**config.mk**
```make
export PLATFORM = sky130hd
export DESIGN_NAME = run_length_literal_unpacker_top
export DESIGN_NICKNAME = d
export VERILOG_FILES = /design/src/hw/rtl/rlu_pkg.sv /design/src/hw/rtl/run_length_literal_unpacker_top.sv
export SDC_FILE = /design/constraint.sdc
export NUM_CORES = 1
export LEC_CHECK = 0
export ABC_CLOCK_PERIOD_IN_PS = 5000
export CORE_MARGIN = 5
export CORE_UTILIZATION = 60
export DETAILED_ROUTE_END_ITERATION = 12
export DONT_BUFFER_PORTS = 1
export PLACE_DENSITY = 0.76
export REMOVE_ABC_BUFFERS = 1
export SYNTH_ARGS = -nofsm -noshare
export SYNTH_HDL_FRONTEND = slang
export SYNTH_SLANG_ARGS = --single-unit
```
**constraint.sdc**
```tcl
create_clock -name clk -period 5 [get_ports clk]
set_clock_uncertainty 0.1 [all_clocks]
set_input_delay 0.5 -clock clk [delete_from_list [all_inputs] [get_ports clk]]
set_output_delay 0.5 -clock clk [all_outputs]
set_load 0.1 [all_outputs]
```
**src/hw/rtl/rlu_pkg.sv**
```systemverilog
// rlu_pkg: shared constants for the run-length literal unpacker
// no dependencies; imported by run_length_literal_unpacker_top

package rlu_pkg;

  localparam int BYTES_PER_RESULT = 4;
  localparam int LANES            = 4;
  localparam int MAX_RESULTS      = 64;

  // packing width clamped between 1 and the available output lanes
  localparam int PACK_W = (BYTES_PER_RESULT < 1) ? 1 :
                          (BYTES_PER_RESULT > LANES) ? LANES : BYTES_PER_RESULT;

  localparam int BYTE_W     = 8;
  localparam int CNT_W      = 3;
  localparam int RES_CNT_W  = $clog2(MAX_RESULTS);
  localparam int OUT_DATA_W = 40;

  localparam logic [BYTE_W-1:0] DEFAULT_MARKER = 8'hFF;

endpackage

```
**src/hw/rtl/run_length_literal_unpacker_top.sv**
```systemverilog
// A literal data byte gives its word in the cycle after it is taken.
// After a repeat value byte, the shared subtract/pack unit sends one word
// per cycle while the output slot is free: ceil(N/4) words for a count N,
// in_tready low meanwhile. Header and count bytes give no word.
// Reset (rst_n, synchronous, active low): marker back to 0xFF, expect a header,
// output word empty.

module run_length_literal_unpacker_top
  import rlu_pkg::*;
(
  input  logic                  clk,
  input  logic                  rst_n,
  input  logic                  cfg_wr_en,
  input  logic [BYTE_W-1:0]     cfg_wr_data,
  input  logic                  in_tvalid,
  output logic                  in_tready,
  input  logic [BYTE_W-1:0]     in_tdata,     // [7:0] packed_byte
  output logic                  out_tvalid,
  input  logic                  out_tready,
  output logic [OUT_DATA_W-1:0] out_tdata,    // [7:0] out_byte0, [15:8] out_byte1,
                                              // [23:16] out_byte2, [31:24] out_byte3,
                                              // [34:32] byte_count, [39:35] zero
  output logic                  out_tlast     // last_of_run
);

  typedef enum logic [2:0] {
    ST_HEADER,
    ST_LIT_COUNT,
    ST_LIT_DATA,
    ST_REP_VALUE,
    ST_EMIT
  } state_t;

  state_t                    state_r, state_nxt;
  logic [BYTE_W-1:0]         marker_r, marker_nxt;
  logic [BYTE_W-1:0]         remain_r, remain_nxt;
  logic [BYTE_W-1:0]         value_r, value_nxt;
  logic [RES_CNT_W-1:0]      res_cnt_r, res_cnt_nxt;
  logic                      out_valid_r, out_valid_nxt;
  logic [LANES*BYTE_W-1:0]   out_bytes_r, out_bytes_nxt;
  logic [CNT_W-1:0]          out_cnt_r, out_cnt_nxt;
  logic                      out_last_r, out_last_nxt;

  logic                      slot_free;
  logic                      in_acc;
  logic [CNT_W-1:0]          take_n;
  logic [BYTE_W-1:0]         left_after;

  assign slot_free = !out_valid_r || out_tready;
  assign in_tready = (state_r != ST_EMIT) && slot_free;
  assign in_acc    = in_tvalid && in_tready;

  // shared unit: bytes for this word and what is left after it
  assign take_n     = (remain_r < BYTE_W'(PACK_W)) ? remain_r[CNT_W-1:0] : CNT_W'(PACK_W);
  assign left_after = remain_r - {{(BYTE_W-CNT_W){1'b0}}, take_n};

  always_comb begin
    state_nxt     = state_r;
    marker_nxt    = cfg_wr_en ? cfg_wr_data : marker_r;
    remain_nxt    = remain_r;
    value_nxt     = value_r;
    res_cnt_nxt   = res_cnt_r;
    out_valid_nxt = out_valid_r;
    out_bytes_nxt = out_bytes_r;
    out_cnt_nxt   = out_cnt_r;
    out_last_nxt  = out_last_r;

    if (slot_free) begin
      out_valid_nxt = 1'b0;
    end

    case (state_r)
      ST_HEADER: begin
        if (in_acc) begin
          if (in_tdata == marker_r) begin
            state_nxt = ST_LIT_COUNT;
          end else begin
            remain_nxt = in_tdata;
            state_nxt  = ST_REP_VALUE;
          end
        end
      end
      ST_LIT_COUNT: begin
        if (in_acc) begin
          remain_nxt = in_tdata;
          state_nxt  = (in_tdata == '0) ? ST_HEADER : ST_LIT_DATA;
        end
      end
      ST_LIT_DATA: begin
        if (in_acc) begin
          out_valid_nxt = 1'b1;
          out_bytes_nxt = {{((LANES-1)*BYTE_W){1'b0}}, in_tdata};
          out_cnt_nxt   = CNT_W'(1);
          out_last_nxt  = 1'b1;
          remain_nxt    = remain_r - BYTE_W'(1);
          if (remain_r == BYTE_W'(1)) begin
            state_nxt = ST_HEADER;
          end
        end
      end
      ST_REP_VALUE: begin
        if (in_acc) begin
          value_nxt   = in_tdata;
          res_cnt_nxt = '0;
          state_nxt   = (remain_r == '0) ? ST_HEADER : ST_EMIT;
        end
      end
      ST_EMIT: begin
        if (slot_free) begin
          out_valid_nxt = 1'b1;
          for (int j = 0; j < LANES; j++) begin
            out_bytes_nxt[j*BYTE_W +: BYTE_W] =
              (CNT_W'(j) < take_n) ? value_r : '0;
          end
          out_cnt_nxt = take_n;
          remain_nxt  = left_after;
          res_cnt_nxt = res_cnt_r + RES_CNT_W'(1);
          // stop when the count is used up or the word limit is reached
          if (left_after == '0 || res_cnt_r == RES_CNT_W'(MAX_RESULTS-1)) begin
            out_last_nxt = 1'b1;
            remain_nxt   = '0;
            state_nxt    = ST_HEADER;
          end else begin
            out_last_nxt = 1'b0;
          end
        end
      end
      default: begin
        state_nxt = ST_HEADER;
      end
    endcase
  end

  always_ff @(posedge clk) begin
    if (!rst_n) begin
      state_r     <= ST_HEADER;
      marker_r    <= DEFAULT_MARKER;
      remain_r    <= '0;
      res_cnt_r   <= '0;
      out_valid_r <= 1'b0;
    end else begin
      state_r     <= state_nxt;
      marker_r    <= marker_nxt;
      remain_r    <= remain_nxt;
      res_cnt_r   <= res_cnt_nxt;
      out_valid_r <= out_valid_nxt;
    end
    value_r     <= value_nxt;
    out_bytes_r <= out_bytes_nxt;
    out_cnt_r   <= out_cnt_nxt;
    out_last_r  <= out_last_nxt;
  end

  assign out_tvalid = out_valid_r;
  assign out_tdata  = {{(OUT_DATA_W-LANES*BYTE_W-CNT_W){1'b0}}, out_cnt_r, out_bytes_r};
  assign out_tlast  = out_last_r;

  // no input taken while a repeat run is being expanded
  a_emit_blocks_input: assert property (@(posedge clk) disable iff (!rst_n)
    state_r == ST_EMIT |-> !in_tready)
    else $error("input accepted during repeat expansion");

  // a literal data byte gives exactly one marked word next cycle
  a_literal_word: assert property (@(posedge clk) disable iff (!rst_n)
    in_acc && state_r == ST_LIT_DATA |=> out_valid_r && out_last_r && out_cnt_r == CNT_W'(1))
    else $error("literal byte did not produce a single-byte last word");

  // every presented word carries a byte count within the packing width
  a_count_range: assert property (@(posedge clk) disable iff (!rst_n)
    out_valid_r |-> (out_cnt_r != '0) && (out_cnt_r <= CNT_W'(PACK_W)))
    else $error("word byte count out of range");

endmodule
```
==> results.json <==
{
  "cts_tree": "yes",
  "slew_violations": 0,
  "holdCritPathClass": "input port to register",
  "hold_ws_ns": 0.120,
  "async_reset_ff_share_pct": 0,
  "crit_fanout": 36,
  "synth.largest_area_cell": "edfxtp_1",
  "crit_end": "out_bytes_r[13]",
  "drt_iter0_drc": 237,
  "drv_cap": 0,
  "timing.fmax_ghz": 0.309,
  "yosysSeqAreaShare_pct": 52.1,
  "routed_wl_mm": 8.50,
  "drc": 0,
  "setup_viol_count_final": 0,
  "clock-root-buffer": "clkbuf_8",
  "grt_max_degree": 37,
  "status": "finished clean",
  "ys_ff_latch": 70,
  "fin_util_pct": 64.5,
  "crit_buf_inv": 0,
  "wire_per_inst_um": 21.3,
  "clock-sinks": 70,
  "reg2reg_depth": 3,
  "via_per_inst": 6.50,
  "ys.flop_type": "edfxtp_1",
  "grt-ovfl-total": 0,
  "start_kind": "register",
  "yosysUniqueCellTypes": 71,
  "crit_chain": "nor3b_1 > a21oi_1 > nor2_4",
  "nets": 343,
  "syn_inst": 325,
  "syn_to_final_growth_pct": 6.05,
  "cp-end-kind": "register",
  "post-place-ws_ns": 1.79,
  "synth_area_mm2": 0.00354,
  "htreeDepth": 3,
  "die_area_mm2": 0.00753,
  "worstReg2RegStart": "state_r[1]",
  "antenna_found_initial": 0,
  "power.density_mw_per_mm2": 432,
  "gp_congestion": 0.889,
  "dieHeight_um": 86.8,
  "fin_ws_ns": 1.76,
  "rr_endpoint": "out_bytes_r[13]",
  "place_hpwl_mm": 5.94,
  "relSlewSlack_pct": 20.3,
  "dr.pass1.iters": 5,
  "ioPinCount": 64,
  "floorplan.rows": 28,
  "multiInputGateArea_mm2": 0.00157,
  "worst_pin_slew_ns": 1.19,
  "drive_above_1_share_pct": 10.8,
  "track_usage_pct": 23.8,
  "post-route-period-util_pct": 64.8,
  "leakage_nw": 1.33,
  "grt_pass1_wl_mm": 13.6,
  "worstPathArrival_ns": 3.11,
  "clkTransAtPathRegs_ns": 0.07,
  "cp_top_family": "simple AND/OR/NAND/NOR gates",
  "grt_pass1_vias": 2469,
  "die_w_um": 86.8,
  "via_count": 2587,
  "synth.top_cell.area_share_pct": 37.3,
  "yosys-top-cells-count": "44 x edfxtp_1, 26 x dfxtp_1, 23 x nand2_1",
  "max_stage_delay_ns": 1.00,
  "port_buffers": 0,
  "cts_made_buffers": 9,
  "synth-edff-count": 44,
  "cts_hold_buf": 0,
  "synth.avg_cell_area_um2": 10.9,
  "antenna_cells": 0,
  "cts-resized-gates": 0,
  "ff2ff_setup_slack_ns": 1.76,
  "clock_latency_ns": 0.35,
  "final.min_clock_period_ns": 3.24,
  "rsz0062_at_grt": "false",
  "path_depth": 3,
  "cts_setup_buffers": 0,
  "fill_cells": 489,
  "hold_viol": 0,
  "seq_area_mm2": 0.00184,
  "critical_path_class": "register to register",
  "yosys_warnings": 0,
  "core_area_mm2": 0.00582,
  "cp_data_required_time_ns": 4.87,
  "crit_start": "state_r[1]",
  "setup_tns_ns": 0,
  "initial_core_util_pct": 60.8,
  "peakVddDrop_mv": 0.269,
  "critical-path-slowest-cell": "nor3b_1",
  "clockBufferDepth": 2,
  "synth.most_common_cell": "edfxtp_1",
  "yosys-top-cells-area": "edfxtp_1 37%, dfxtp_1 15%, and2_1 3.2%",
  "antenna_left": 0
}
==> placed cells by master (no fill, tap or decap), types with 5 or more instances in the layout <==
| cell type | n |
|---|---|
| clkbuf_8 | 9 |
| dfxtp_1 | 26 |
| nor3_1 | 11 |
| inv_1 | 7 |
| a21oi_1 | 19 |
| conb_1 | 6 |
| nor2_1 | 14 |
| and3_1 | 8 |
| xor2_1 | 12 |
| nand3_1 | 6 |
| nand2_1 | 23 |
| xnor2_1 | 5 |
| mux2i_1 | 10 |
| edfxtp_1 | 44 |
| and2_1 | 18 |
| nand4_1 | 5 |
| o21ai_0 | 6 |
| a22o_1 | 8 |
==> where the power goes <==
group | total (mW) | internal, mW | switching, mW | leakage (nW)
sequential | 0.821 | 0.656 | 0.165 | 0.630
combinational | 0.310 | 0.116 | 0.194 | 0.592
clock | 0.491 | 0.280 | 0.211 | 0.106
==> logic make-up after synthesis <==
group,share of synthesized area [%]
AO/OA/AOI/OAI,16.0
XOR/XNOR,4.21
adder cells (fa/ha/maj),1.41
buffers and inverters,4.28
flip-flops,52.1
multiplexers,3.15
other,0.212
AND/OR/NAND/NOR,18.7
==> worst register-to-register path: cells and delay by family, from the launching register on <==
family,cells,cell delay [ns]
and+or+nand+nor,2,1.82
DFF,1,0.56
AOI/OAI and AO/OA,1,0.37
==> sequential cells by signal (all words and copies together), names as in the netlist <==
signal       cells
state_r          3
value_r          8
out_tvalid       1
remain_r         8
out_tlast        1
out_cnt_r        3
res_cnt_r        6
out_bytes_r     32
marker_r         8
==> layout make-up <==
type                       instances  area share, %
clock buffer                      10           3.40
clock inverter                     6           2.27
inverter                           7          0.700
multi-input combinational        229           41.8
sequential                        70           49.1
tap                               75           2.50
timing repair buffer               1          0.200
==> worst min-delay path by stage <==
stage                 from           to  slack (ns)  cells after the start
6_report             rst_n  marker_r[3]        0.12                      1
3_5_place_dp   marker_r[5]  marker_r[5]        0.38                      2
4_1_cts              rst_n  marker_r[7]        0.11                      1
2_1_floorplan  marker_r[0]  marker_r[0]        0.36                      2
3_3_place_gp   marker_r[7]  marker_r[7]        0.38                      2
5_1_grt              rst_n  marker_r[1]         0.1                      1
==> metrics by stage <==
stage | power, mW | std cells | cell area, µm²
finish | 1.62 | 398 | 3750
global route | 1.69 | 398 | 3750
CTS | 1.62 | 398 | 3750
detailed placement | 1.14 | 382 | 3540
global placement | 1.13 | 382 | 3540
floorplan | 1.07 | 306 | 3430
==> routing by layer <==
layer	share of wire (%)	global-route usage [%]	routed length, µm	up-vias
li1	-	-	-	1186
met1	41	31.7	3470	1270
met2	50	37.9	4250	119
met3	7.3	5.42	621	12
met4	1.7	8.92	148	0
met5	0	0	0	-
No activity file was read; power rests on OpenSTA's default activity.
